### config.mk
export PLATFORM = sky130hd
export DESIGN_NAME = bag_axis_cell
export DESIGN_NICKNAME = d
export VERILOG_FILES = /design/src/sv/bag_pkg.sv /design/src/sv/bag_axis_cell.sv
export SDC_FILE = /design/constraint.sdc
export NUM_CORES = 2
export LEC_CHECK = 0
export BUFFER_PORTS_ARGS = -buffer_cell sky130_fd_sc_hd__buf_2
export CORE_ASPECT_RATIO = 0.7
export CORE_MARGIN = 2
export CORE_UTILIZATION = 30
export CTS_BUF_LIST = sky130_fd_sc_hd__clkbuf_4 sky130_fd_sc_hd__clkbuf_8
export DETAILED_ROUTE_END_ITERATION = 8
export PLACE_DENSITY = 0.48
export RECOVER_POWER = 25
export SLEW_MARGIN = 20
export SYNTH_ARGS = -nofsm -noshare
export SYNTH_HDL_FRONTEND = slang
export SYNTH_SLANG_ARGS = --single-unit
### constraint.sdc
create_clock -name clock -period 7.6 [get_ports clock]
set_input_delay 0 -clock clock [delete_from_list [all_inputs] [get_ports clock]]
set_output_delay 0 -clock clock [all_outputs]
set_load 0.02 [all_outputs]
### src/sv/bag_pkg.sv
// Package for the broadcast address generator: shared widths, defaults and
// the link types that run between neighboring axis cells. No dependencies.
package bag_pkg;

   localparam int MAX_DIMS_DEFAULT   = 4;
   localparam int INDEX_BITS_DEFAULT = 31;
   localparam int DIM_BITS           = 16;

   typedef logic [DIM_BITS-1:0] dim_type;

   localparam dim_type DIM_ZERO = dim_type'(0);
   localparam dim_type DIM_ONE  = dim_type'(1);

   // shape check, handed from inner to outer cell
   typedef struct packed {
      logic err;   // zero size or incompatible source axis so far
      logic over;  // running target element count too large
   } chk_link_type;

   // odometer step, handed from inner to outer cell
   typedef struct packed {
      logic carry;    // this axis is asked to advance
      logic last;     // every inner axis sits at its top after this step
      logic all_top;  // every inner axis sits at its top now
   } odo_link_type;

endpackage

### src/sv/bag_axis_cell.sv
// One axis of the broadcast walk: holds the axis counter, its source stride
// and jump, and folds its dimension into the shape check. Uses bag_pkg.
module bag_axis_cell #(
   parameter int INDEX_BITS = bag_pkg::INDEX_BITS_DEFAULT
) (
   input  logic                    clock,
   input  logic                    reset,
   input  bag_pkg::dim_type        tgt_dim,
   input  bag_pkg::dim_type        src_dim,
   // shape chain, registered
   input  logic [INDEX_BITS-1:0]   run_in,
   input  logic [INDEX_BITS-1:0]   rewind_in,
   input  logic [INDEX_BITS-1:0]   total_in,
   input  bag_pkg::chk_link_type   chk_in,
   output logic [INDEX_BITS-1:0]   run_out,
   output logic [INDEX_BITS-1:0]   rewind_out,
   output logic [INDEX_BITS-1:0]   total_out,
   output bag_pkg::chk_link_type   chk_out,
   // odometer chain
   input  logic                    load,
   input  bag_pkg::odo_link_type   odo_in,
   input  logic [INDEX_BITS-1:0]   delta_in,
   output bag_pkg::odo_link_type   odo_out,
   output logic [INDEX_BITS-1:0]   delta_out
);
   import bag_pkg::*;

   localparam int PROD_BITS = INDEX_BITS + DIM_BITS;
   localparam int CNT_BITS  = DIM_BITS + 1;

   logic [INDEX_BITS-1:0] run_ff, rewind_ff, total_ff, jump_ff;
   chk_link_type          chk_ff;
   dim_type               count_ff, count_in;
   logic                  top_ff, top_in;

   logic [INDEX_BITS-1:0] stride;
   logic [PROD_BITS-1:0]  run_prod, span_prod, total_prod;
   logic [CNT_BITS-1:0]   count_plus;
   logic                  inc, wrap;

   // stride is the product of inner source sizes, or zero on a broadcast axis
   always_comb begin
      stride     = (src_dim == DIM_ONE) ? '0 : run_in;
      run_prod   = PROD_BITS'(run_in) * PROD_BITS'(src_dim);
      span_prod  = PROD_BITS'(tgt_dim - DIM_ONE) * PROD_BITS'(stride);
      total_prod = PROD_BITS'(total_in) * PROD_BITS'(tgt_dim);
   end

   always_ff @(posedge clock) begin
      run_ff      <= run_prod[INDEX_BITS-1:0];
      rewind_ff   <= rewind_in + span_prod[INDEX_BITS-1:0];
      total_ff    <= total_prod[INDEX_BITS-1:0];
      // moving up this axis while all inner axes roll back to zero
      jump_ff     <= stride - rewind_in;
      chk_ff.err  <= chk_in.err | (tgt_dim == DIM_ZERO) | (src_dim == DIM_ZERO)
                     | ((src_dim != DIM_ONE) && (src_dim != tgt_dim));
      chk_ff.over <= chk_in.over | (|total_prod[PROD_BITS-1:INDEX_BITS]);
   end

   assign run_out    = run_ff;
   assign rewind_out = rewind_ff;
   assign total_out  = total_ff;
   assign chk_out    = chk_ff;

   always_comb begin
      inc        = odo_in.carry & ~top_ff;
      wrap       = odo_in.carry & top_ff;
      count_plus = {1'b0, count_ff} + CNT_BITS'(1);
      count_in   = count_ff;
      top_in     = top_ff;
      if (load || wrap) begin
         count_in = DIM_ZERO;
         top_in   = (tgt_dim <= DIM_ONE);
      end else if (inc) begin
         count_in = count_plus[DIM_BITS-1:0];
         top_in   = ((count_plus + CNT_BITS'(1)) >= {1'b0, tgt_dim});
      end
      odo_out.carry   = wrap;
      odo_out.all_top = odo_in.all_top & top_ff;
      odo_out.last    = odo_in.last & top_in;
      delta_out       = inc ? jump_ff : delta_in;
   end

   always_ff @(posedge clock) begin
      if (reset) begin
         count_ff <= DIM_ZERO;
         top_ff   <= 1'b1;
      end else begin
         count_ff <= count_in;
         top_ff   <= top_in;
      end
   end

endmodule

Word-level counts from Yosys, hierarchy flattened. Cells that the tools add are included.

Bits in registers: 143. Bits of input ports: 164. Output and inout bits: 129. Logic and storage cells: 40.

$add $sub $neg: 5. Multipliers: 3. $lt $le $gt $ge: 2. Eq/ne operators: 3. Muxes and demuxes: 4. Bitwise operators: 9. Reductions and logical operators: 6.

Operators by type and width (count): 2-to-1 mux 31 bit (2); multiplier 31 x 16 -> 47 bit (1); zero test 16 bit (2); multiplier 17 x 32 -> 31 bit (1); adder 31 bit (1); multiplier 31 x 16 -> 31 bit (1); subtractor 31 bit (1); adder 16 x 1 -> 17 bit, second input constant (1); adder 17 x 1 -> 17 bit, second input constant (1); greater-or-equal comparator 17 x 16 -> 1 bit (1); subtractor 16 x 1 -> 17 bit, second input constant (1); equality test 16 x 1 -> 1 bit, second input constant (1); <= comparator 16 x 1 -> 1 bit, second input constant (1); inequality test 16 x 1 -> 1 bit, second input constant (1); inequality test 16 bit (1); OR reduction 16 bit (1); AND 1 bit (4); bitwise OR 1 bit (4); 2-to-1 mux 1 bit (2); OR reduction 2 bit (1); logical AND 1 bit (1); logical OR 1 bit (1); inverter 1 bit (1).

Depth between registers and ports, before layout.
Word-level depth: 6. Gate-level depth with buffers: 33. Mapped depth without buffers: 28.

Worst setup path before layout. No wires, ideal clock.

Path type: input to register. Start point: input port src_dim[14]. End point: register rewind_ff[30], in the netlist rewind_out[30]. Setup time: 0.122 ns. Data arrival time: 7.244 ns. Required time: 7.478 ns. Slack: 0.234 ns. Cell stages on the path: 33. Path buffers: 5. Path through: clkbuf_1 -> nor4_1 -> nand4_1 -> or2_1 -> clkbuf_1 -> buf_2 -> buf_1 -> nand2_1 -> inv_1 -> clkbuf_1 -> nand2_1 -> fa_1 -> inv_1 -> fa_1 -> inv_1 -> fa_1 -> inv_1 -> fa_1 -> inv_1 -> fa_1 -> inv_1 -> fa_1 -> ha_1 -> a21oi_1 -> nand2_1 -> a211oi_1 -> a21boi_0 -> a311o_1 -> nand2_1 -> o21ai_0 -> o41ai_1 -> o211ai_1 -> xnor2_1.

Word-level cells in the longest chain between the ends: 4.

Ends and longest elaborated chain: start: declaration (RTL line bag_axis_cell.sv:9) `input bag_pkg::dim_type src_dim,`; equality test 16 x 1 -> 1 bit (RTL line bag_axis_cell.sv:43) `stride = (src_dim == DIM_ONE) ? '0 : run_in;`; 2-to-1 mux 31 bit (RTL line bag_axis_cell.sv:43); multiplier 17 x 32 -> 31 bit (RTL line bag_axis_cell.sv:45) `span_prod = PROD_BITS'(tgt_dim - DIM_ONE) * PROD_BITS'(stride);`; adder 31 bit (RTL line bag_axis_cell.sv:51) `rewind_ff <= rewind_in + span_prod[INDEX_BITS-1:0];`; end signal: assignment (RTL line bag_axis_cell.sv:51); end: declaration (RTL line bag_axis_cell.sv:31) `logic [INDEX_BITS-1:0] run_ff, rewind_ff, total_ff, jump_ff;`.

Every way passes these cells. A chain may end at the register's enable or synchronous reset.

Final worst setup path.
Start point: input port src_dim[4]. End point: register rewind_ff[30], in the netlist rewind_out[30].

The elaborated chain is that of the path after synthesis.

==> qor.csv <==
metric,value,unit
fp.dieW,471.2,microns
ant_nets,0,
overflow,0,
seq_area_frac_synth,0.06247,
async_flop_share,0,
nets,7227,
setup_viol,0,
period_share,0.9480,
numCtsBuffers,17,
outcome,"complete, no violations",
placed_cell_area,51070,sq um
r2r_slack,2550,ps
synth_top_family_by_area,adder cells,
crit_type,primary input to register,
synthSimpleGateAreaFrac,0.1704,
hold_path.class,primary input to register,
routed_wl,151.6,mm
synth-seq-cells,143,
fin_crit,7204,ps
num_vias,35580,
pin_count,293,
grt_pass1_wl,235.3,mm
max_freq,138.8,MHz
relSlewSlack,0.2946,
start_util,0.3035,
antenna_found_initial,18,
wl_per_cell,19.62,microns
clockBufferDepth,2,
cts_tree,done,
synth_xor_area_frac,0.04658,
worstPathRequired,8150,ps
cp_slowest_cell,fa_1,
fp.coreArea,151000,sq um
drive_above_1_share,0.1059,
hold_viol_final,0,
place.gp.congestion,0.9295,
io_buffers,292,
dpl_worst_slack,-579.9,ps
synth-adder-area-share,0.5383,
drt_iter0_drc,2343,
hold_ws,23.22,ps
grt_util_all_layers,0.2008,
cts_root_buf,clkbuf_8,
remaining_drc_errors,0,
vias_per_cell,4.605,
area_growth,13.40,%
end_kind,register,
grt_setup_unrepaired,false,
finClkSkew,11.79,ps
yosys_warnings,0,
startpoint_type,primary input,
grt_max_degree,49,
synth_nets,6830,
clock-sinks,143,
synth_area,45830,sq um
worst_pin_slew,1058,ps
synth_compound_area_frac,0.04862,
design_area,51970,sq um
slew_violations,0,
crit_path_frequent_cell,fa_1,
dr.pass1.iters,5,
cap_violations,0,
worstPathArrival,7750,ps
synth-edff-count,0,
synth.distinct_cells,77,
cts_max_level,4,
grt_pass1_vias,37490,
fin_ws,395.6,ps
clk_latency,660,ps
synth_mux_area_frac,0.009173,
clk_pin_slew,110,ps
hpwl,126.6,mm
critPathMaxStageDelay,540,ps
synthFlopType,dfxtp_1,
postSynthCellCount,5311,
dieArea,156000,sq um
critical_path.max_fanout,19,
syn_avg_cell_area,8.629,sq um
row_count,119,
fp.dieH,331.0,microns
cell usage after synthesis, drive strengths merged, types with 10 or more instances:
library cell / n / area share
ha: 327 / 0.089
clkbuf: 222 / 0.018
nor3: 31 / 0.0036
nor4: 15 / 0.0028
nand3: 43 / 0.0047
xor2: 62 / 0.012
o21bai: 11 / 0.0018
dfxtp: 143 / 0.062
and3: 31 / 0.0042
nand2: 823 / 0.067
o21a: 25 / 0.0041
buf: 27 / 0.0028
o211ai: 15 / 0.0025
inv: 1255 / 0.10
or3: 10 / 0.0014
nor2: 257 / 0.021
xnor2: 174 / 0.033
nand2b: 27 / 0.0037
nor2b: 21 / 0.0029
a21o: 34 / 0.0056
and2: 385 / 0.053
a21oi: 101 / 0.011
a211oi: 16 / 0.0027
fa: 1028 / 0.45
mux2: 32 / 0.0079
o21ai: 58 / 0.0063
nand4: 25 / 0.0037
metal layers:
metal	share of wire	global-route usage	up-vias
met1	0.49	0.2999	18160
met5	0.000086	0	-
li1	-	-	16350
met2	0.42	0.2971	946
met4	0.026	0.05375	2
met3	0.060	0.03523	127
cells in the final DEF, fill, tap and decap left out, types with 7 or more instances in the layout:
master	Yosys	routed
and3_1	31	31
a31oi_1	8	8
inv_6	0	7
o21bai_1	11	11
a221oi_1	8	8
buf_2	11	226
a21oi_1	101	101
clkbuf_1	222	67
fa_1	1028	1028
dfxtp_1	143	143
nor4_1	12	10
nand2b_1	27	27
o21ai_0	57	56
o211ai_1	15	15
or3_1	10	10
nor2_1	257	257
and2_1	385	384
o22ai_1	8	8
o31ai_1	7	7
clkinv_1	9	9
o21a_1	25	25
diode_2	0	9
clkbuf_8	0	17
xnor2_2	0	8
nand4_1	24	24
nor3_1	29	28
buf_4	1	281
a21o_1	34	34
xor2_1	62	61
nor2b_1	21	20
mux2_2	32	32
nand2_1	822	822
dlygate4sd3_1	0	51
inv_1	1254	1254
nand3_1	43	43
a211oi_1	15	15
ha_1	327	327
xnor2_1	174	166
final cells by class:
type | count | area [sq um]
clock inverters | 15 | 195.2
fillers | 16010 | 99010
flip-flops and latches | 143 | 2863
repair buffers | 627 | 4043
multi-input cells | 3655 | 37370
clock buffers | 17 | 234.0
diodes | 9 | 22.52
inverters | 1264 | 4745
well taps | 1996 | 2497
logic make-up after synthesis:
kind of cell             Yosys count
XOR/XNOR                         239
adder cells (fa/ha/maj)         1355
AND/OR/NAND/NOR                 1682
multiplexers                      38
AO/OA/AOI/OAI                    341
buffers and inverters           1513
flip-flops                       143
worst max-delay path, delay by kind of cell:
family          cells  cell delay [ps]
xor+xnor            1              150
simple gates        7             1750
buf+inv             9              920
compound gates      6             1550
fa+ha+maj           7             3340
through the flow:
step,util,TNS (ps),instances
global placement,0.3381,-2987,7634
detailed placement,0.3382,-2503,7634
CTS,0.3445,0,7717
floorplan,-,0,5311
finish,0.3442,0,7726
global route,0.3442,0,7724
flip-flops by register name, indices dropped and copies added, names as in the netlist:
register / count
chk_out: 2
count_ff: 16
jump_ff: 31
rewind_out: 31
run_out: 31
top_ff: 1
total_out: 31
path summary, 6_finish.rpt:
check                 from              to  cells past startpoint
max             src_dim[4]  rewind_out[30]                     30
min          rewind_in[29]     jump_ff[29]                      4
max reg2reg    count_ff[0]          top_ff                     17
min reg2reg    count_ff[1]     count_ff[1]                      2
repair_timing:
action / in CTS / in global routing
hold buffers: 51 / 0
hold endpoints to repair: 38 / 0
buffers inserted: 0 / 0
gates resized for setup: 0 / 5
setup endpoints to repair: 0 / 3
Power is not shown: default switching activity piles up to over one toggle a cycle in this logic, so the estimate is an artifact.
