### config.mk
export PLATFORM = sky130hd
export DESIGN_NAME = bag_out_buf_flat
export DESIGN_NICKNAME = d
export VERILOG_FILES = /design/src/sv/bag_pkg.sv /design/src/sv/bag_if.sv /design/src/sv/bag_out_buf.sv /design/src/flat_wrapper.sv
export SDC_FILE = /design/constraint.sdc
export NUM_CORES = 1
export LEC_CHECK = 0
export BUFFER_PORTS_ARGS = -buffer_cell sky130_fd_sc_hd__buf_4
export CAP_MARGIN = 20
export CORE_MARGIN = 5
export CORE_UTILIZATION = 46
export DETAILED_ROUTE_END_ITERATION = 8
export PLACE_DENSITY = 0.86
export SETUP_SLACK_MARGIN = 0.4
export SYNTH_ARGS = -nofsm -noshare
export SYNTH_HDL_FRONTEND = slang
export SYNTH_SLANG_ARGS = --single-unit
export TNS_END_PERCENT = 10
### constraint.sdc
create_clock -name clock -period 4.3 [get_ports clock]
set_input_delay 0.215 -clock clock [delete_from_list [all_inputs] [get_ports clock]]
set_output_delay 0.215 -clock clock [all_outputs]
set_load 0.02 [all_outputs]
### src/sv/bag_pkg.sv
// Package for the broadcast address generator: shared widths, defaults and
// the link types that run between neighboring axis cells. No dependencies.
package bag_pkg;

   localparam int MAX_DIMS_DEFAULT   = 4;
   localparam int INDEX_BITS_DEFAULT = 31;
   localparam int DIM_BITS           = 16;

   typedef logic [DIM_BITS-1:0] dim_type;

   localparam dim_type DIM_ZERO = dim_type'(0);
   localparam dim_type DIM_ONE  = dim_type'(1);

   // shape check, handed from inner to outer cell
   typedef struct packed {
      logic err;   // zero size or incompatible source axis so far
      logic over;  // running target element count too large
   } chk_link_type;

   // odometer step, handed from inner to outer cell
   typedef struct packed {
      logic carry;    // this axis is asked to advance
      logic last;     // every inner axis sits at its top after this step
      logic all_top;  // every inner axis sits at its top now
   } odo_link_type;

endpackage

### src/sv/bag_if.sv


interface bag_rsp_if #(parameter int INDEX_BITS = bag_pkg::INDEX_BITS_DEFAULT);
   logic                  valid;
   logic                  ready;
   logic [INDEX_BITS-1:0] out_index;
   logic [INDEX_BITS-1:0] src_index;
   logic                  last;
   logic                  shape_error;

   modport source (output valid, output out_index, output src_index, output last,
                   output shape_error, input ready);
   modport sink (input valid, input out_index, input src_index, input last,
                 input shape_error, output ready);
endinterface

### src/sv/bag_out_buf.sv
// Two-entry output buffer (output register plus skid) for response items.
// Uses bag_pkg and the bag_rsp_if interface.
module bag_out_buf #(
   parameter int INDEX_BITS = bag_pkg::INDEX_BITS_DEFAULT
) (
   input  logic                  clock,
   input  logic                  reset,
   input  logic                  push,
   input  logic [INDEX_BITS-1:0] push_out_index,
   input  logic [INDEX_BITS-1:0] push_src_index,
   input  logic                  push_last,
   input  logic                  push_shape_error,
   output logic                  full,
   bag_rsp_if.source             rsp
);
   import bag_pkg::*;

   logic                  main_valid_ff, skid_valid_ff;
   logic [INDEX_BITS-1:0] main_out_ff, main_src_ff, skid_out_ff, skid_src_ff;
   logic                  main_last_ff, main_err_ff, skid_last_ff, skid_err_ff;
   logic                  pop;

   assign pop  = main_valid_ff & rsp.ready;
   assign full = skid_valid_ff;

   always_ff @(posedge clock) begin
      if (reset) begin
         main_valid_ff <= 1'b0;
         skid_valid_ff <= 1'b0;
      end else if (skid_valid_ff) begin
         if (pop) begin
            skid_valid_ff <= 1'b0;
         end
      end else if (push) begin
         if (!main_valid_ff || pop) begin
            main_valid_ff <= 1'b1;
         end else begin
            skid_valid_ff <= 1'b1;
         end
      end else if (pop) begin
         main_valid_ff <= 1'b0;
      end
   end

   always_ff @(posedge clock) begin
      if (skid_valid_ff) begin
         if (pop) begin
            main_out_ff  <= skid_out_ff;
            main_src_ff  <= skid_src_ff;
            main_last_ff <= skid_last_ff;
            main_err_ff  <= skid_err_ff;
         end
      end else if (push) begin
         if (!main_valid_ff || pop) begin
            main_out_ff  <= push_out_index;
            main_src_ff  <= push_src_index;
            main_last_ff <= push_last;
            main_err_ff  <= push_shape_error;
         end else begin
            skid_out_ff  <= push_out_index;
            skid_src_ff  <= push_src_index;
            skid_last_ff <= push_last;
            skid_err_ff  <= push_shape_error;
         end
      end
   end

   assign rsp.valid       = main_valid_ff;
   assign rsp.out_index   = main_out_ff;
   assign rsp.src_index   = main_src_ff;
   assign rsp.last        = main_last_ff;
   assign rsp.shape_error = main_err_ff;

endmodule
### src/flat_wrapper.sv
// flat-port wrapper written by rule: the top's interface ports become plain ports
module bag_out_buf_flat import bag_pkg::*;
#(
   parameter int INDEX_BITS = bag_pkg::INDEX_BITS_DEFAULT
)
  (clock, reset, push, push_out_index, push_src_index, push_last, push_shape_error, full, rsp_valid, rsp_out_index, rsp_src_index, rsp_last, rsp_shape_error, rsp_ready);
  bag_rsp_if #(.INDEX_BITS(INDEX_BITS)) rsp_i ();
  input  logic clock;
  input  logic reset;
  input  logic push;
  input  logic [INDEX_BITS-1:0] push_out_index;
  input  logic [INDEX_BITS-1:0] push_src_index;
  input  logic push_last;
  input  logic push_shape_error;
  output logic full;
  output wire logic [$bits(rsp_i.valid)-1:0] rsp_valid;
  output wire logic [$bits(rsp_i.out_index)-1:0] rsp_out_index;
  output wire logic [$bits(rsp_i.src_index)-1:0] rsp_src_index;
  output wire logic [$bits(rsp_i.last)-1:0] rsp_last;
  output wire logic [$bits(rsp_i.shape_error)-1:0] rsp_shape_error;
  input wire logic [$bits(rsp_i.ready)-1:0] rsp_ready;
  assign rsp_valid = rsp_i.valid;
  assign rsp_out_index = rsp_i.out_index;
  assign rsp_src_index = rsp_i.src_index;
  assign rsp_last = rsp_i.last;
  assign rsp_shape_error = rsp_i.shape_error;
  assign rsp_i.ready = rsp_ready;
  bag_out_buf #(.INDEX_BITS(INDEX_BITS)) u_core (.clock(clock), .reset(reset), .push(push), .push_out_index(push_out_index), .push_src_index(push_src_index), .push_last(push_last), .push_shape_error(push_shape_error), .full(full), .rsp(rsp_i));
endmodule
Word-level counts from Yosys, hierarchy flattened. Index checks and enable logic that the tools add are counted.

Register bits after elaboration: 130. Input port bits: 68. Output and inout port bits: 66. Logic and storage cells: 46.

Equal/unequal tests: 2. Mux-type cells: 23. Bitwise gates (word level): 3. Reductions and logical operators: 8.

Operator list (count): 31-bit two-way mux (8); 1-bit two-way mux (15); 3-bit AND reduction (3); 2-bit nonzero test (3); 2-bit by 1-bit != test with 1-bit output, second input constant (1); 2-bit != test, second input constant (1); 1-bit inverter (2); 1-bit AND (1); 1-bit zero test (1); 1-bit logical OR (1).

Longest topological paths before layout.
Depth after elaboration: 5. Depth in mapped cells: 5. Depth with buffers taken out: 2.

Worst setup path after synthesis. No wires, ideal clock.

Path kind: flip-flop to flip-flop. Start point: register u_core.skid_valid_ff (netlist: u_core.full). End point: register u_core.main_last_ff (netlist: u_core.rsp.last) (enable). Setup time: 507 ps. Data arrival time: 4067 ps. Required time: 3793 ps. Slack: -274 ps. Stages on the path, launching flop included: 6. Buffers on the path: 3. Clock period less this slack: 4574 ps. Cell sequence: dfxtp_1 -> buf_6 -> buf_6 -> buf_8 -> mux2i_1 -> a21oi_1.

Cells in the longest elaborated chain, start to end: 2. Elaborated cells between the ends (all ways): 4. Those cells by class: eq/ne: 1; reduce/logical: 3.

RTL lines: from (decl) (line bag_out_buf.sv:18) `logic main_valid_ff, skid_valid_ff;`; from (signal assigned) (line bag_out_buf.sv:29) `skid_valid_ff <= 1'b0;`; from (signal assigned) (line bag_out_buf.sv:32) `skid_valid_ff <= 1'b0;`; from (signal assigned) (line bag_out_buf.sv:38) `skid_valid_ff <= 1'b1;`; 2-bit != test (no line) or 2-bit nonzero test (tied branches); 3-bit AND reduction (no line) (*); to (signal assigned) (line bag_out_buf.sv:50) `main_last_ff <= skid_last_ff;`; to (signal assigned) (line bag_out_buf.sv:57) `main_last_ff <= push_last;`; to (decl) (line bag_out_buf.sv:20) `logic main_last_ff, main_err_ff, skid_last_ff, skid_err_ff;`.

Every way passes the cells marked *; elsewhere a longest branch is shown, timed or not. A chain may end at the register's enable or synchronous reset.

Worst setup path in the final report.
Start point: register u_core.skid_valid_ff (netlist: u_core.full). End point: register u_core.main_out_ff[8] (netlist: u_core.rsp.out_index[8]) (enable).

Cells in the longest elaborated chain, start to end: 2. Elaborated cells between the ends (all ways): 4. Those cells by class: eq/ne: 1; reduce/logical: 3.

RTL lines: 2-bit != test (no line) or 2-bit nonzero test (tied branches); 3-bit AND reduction (no line) (*); to (signal assigned) (line bag_out_buf.sv:48) `main_out_ff <= skid_out_ff;`; to (signal assigned) (line bag_out_buf.sv:55) `main_out_ff <= push_out_index;`; to (decl) (line bag_out_buf.sv:19) `logic [INDEX_BITS-1:0] main_out_ff, main_src_ff, skid_out_ff, skid_src_ff;`.

Marked as above.

==> impl_metrics.ini <==
[global_routing]
grt_antenna_before_repair = 0
grt_pass1_wl_um = 15300
grt_overflow_total = 0
grt_pass1_vias = 2935
grt_max_degree = 71
track_usage_pct = 15.8

[place]
portBuffers = 133
place.gp.congestion = 0.659
dp_cells = 475
dpl.hpwl_um = 5560

[timing]
rsz0062_at_grt = false
clock_skew_ns = 0.00391
period_share_pct = 52.4
min_period_ns = 2.25
hold_slack_ns = 0.0996
max_freq_ghz = 0.444
tightest_slew_ns = 1.00
drv_slew = 0
setup_violations = 0
tns_ns = 0
hold_viol_final = 0
maxSlewHeadroom_pct = 33.2

[hold_path]
min_path_type = primary input to flip-flop

[die]
io_pins = 134
row_count = 37
core_region_area_sq_um = 10200
die_h_um = 112
die_x_um = 112
dieArea_sq_um = 12500
start_util_pct = 46.6

[worst_setup_path]
cp-start-kind = flip-flop
max_stage_delay_ns = 0.95
cp.arrival_ns = 2.40
end_kind = flip-flop
slowest_stage = dfxtp_4
rrSetupSlack_ns = 2.05
critPathTopFamily = flip-flops
critical_path_class = flip-flop to flip-flop
crit_fanout = 70
path_cells = mux2i_1, a21oi_4, buf_4
critPathBufInv = 1
required_ns = 4.44

[clocking]
cts.root.buffer_cell = clkbuf_8
cts_setup_buffers = 0
clk_latency_ns = 0.50
htreeDepth = 4
cts_sinks = 130
cts_tree = built
numCtsBuffers = 17
clockBufferDepth = 2
clkTransAtPathRegs_ns = 0.06

[logic_synthesis]
ys_types = 15
synth_cells = 212
synth_area_sq_um = 4770
syn-num-nets = 280
yosysSeqAreaShare_pct = 81.5
ys.warnings.count = 0
synth_area_per_cell_sq_um = 22.5
ys_ff_latch = 130

[cells_and_area]
syn_to_final_growth_pct = 51.4
layout_common_cells = 135 x buf_4, 128 x edfxtp_1, 67 x dlygate4sd3_1
nNetsFinal = 493
instances_no_fill = 574
antenna_cells = 0
nFillCells = 629
final_common_cell = buf_4
drive_gt1_share_pct = 52.5

[power]
p_int_uw = 2740
switchingPower_uw = 696
power_density_nw_per_um2 = 476
switching_share_pct = 20.3
vdd_drop_max_uv = 334
pwr-share-clk_pct = 45.0
leakage_uw = 0.00274
seqPwrFrac_pct = 44.5
combPwrFrac_pct = 10.5

[routing]
via_count = 2702
drc = 0
detail-route-antenna-nets = 0
wire_per_inst_um = 16.5
vias_per_cell = 4.71
wl_um = 9490
dr.pass1.iters = 4
first_iter_violations = 104

[flow_run]
maxCapViolCount = 0

[outcome]
status = finished, final reports clean
==> cells in the mapped netlist <==
cell type / number / area share, %
dfxtp_1: 2 / 0.84
mux2_4: 6 / 1.9
buf_8: 1 / 0.31
a211oi_1: 1 / 0.16
nand2b_1: 1 / 0.13
mux2i_1: 1 / 0.21
nor2b_1: 1 / 0.13
mux2_2: 58 / 14
inv_1: 2 / 0.16
o32ai_2: 1 / 0.34
and4bb_2: 1 / 0.26
edfxtp_1: 128 / 81
buf_2: 5 / 0.52
buf_6: 2 / 0.47
a21oi_1: 2 / 0.21
==> tightest hold or removal path, stage by stage <==
cell     delay, ns
buf_4         0.09
nor2b_1       0.15
o32ai_2       0.09
==> flip-flops by register name (all words and copies together) (netlist names) <==
name,count
u_core.full,1
u_core.rsp.last,1
u_core.rsp.out_index,31
u_core.rsp.shape_error,1
u_core.rsp.src_index,31
u_core.rsp.valid,1
u_core.skid_err_ff,1
u_core.skid_last_ff,1
u_core.skid_out_ff,31
u_core.skid_src_ff,31
==> stage by stage <==
step                power, uW  utilization (%)  area (sq um)  setup WS [ns]
floorplan                1700                -          4770           1.16
global placement         1860             57.7          5910           2.05
detailed placement       1860             57.7          5910           2.00
CTS                      3460             70.5          7210           1.97
global route             3550             70.5          7210           1.89
finish                   3430             70.5          7210           2.05
==> cells by family (layout without fill, tap and decap cells) <==
| family | count (synthesis) | in the layout | share of synthesized area (%) |
|---|---|---|---|
| flops | 130 | 130 | 81.5 |
| mux | 65 | 65 | 15.8 |
| buf+inv | 10 | 236 | 1.47 |
| compound gates | 4 | 4 | 0.709 |
| simple gates | 3 | 3 | 0.525 |
==> final timing paths <==
kind,start,to,cells past startpoint
max,u_core.full,u_core.rsp.out_index[8],3
min,rsp_ready,u_core.rsp.valid,3
max reg2reg,u_core.full,u_core.rsp.out_index[8],3
min reg2reg,u_core.skid_out_ff[23],u_core.rsp.out_index[23],1
==> power groups by stage <==
stage	combinational, uW	sequential [uW]	clock, uW
6_report	362	1530	1540
5_1_grt	386	1530	1630
4_1_cts	365	1530	1570
3_5_place_dp	314	1550	0
3_3_place_gp	309	1550	0
2_1_floorplan	100	1600	0
==> metal layers <==
metal / GRT usage, % / part of all wire (%) / routed length (um)
met4: 5.68 / 1.3 / 123
met1: 18.5 / 39 / 3750
met5: 0 / 0 / 0
met3: 5.82 / 6.4 / 604
met2: 26.9 / 53 / 5010
==> cell type report <==
| class | count | area (sq um) | share of cell area, % |
|---|---|---|---|
| multi-input combinational | 72 | 827 | 11.5 |
| timing repair buffer | 202 | 1680 | 23.3 |
| tap | 136 | 170 | 2.36 |
| sequential | 130 | 3890 | 53.9 |
| clock inverter | 12 | 211 | 2.93 |
| clock buffer | 20 | 425 | 5.90 |
| inverter | 2 | 7.51 | 0.104 |
==> what timing repair did <==
action | in CTS | in global routing
resized for setup | 0 | 0
hold buffers | 67 | 0
endpoints found under the hold margin | 95 | 0
Power figures use the tool's default switching activity.
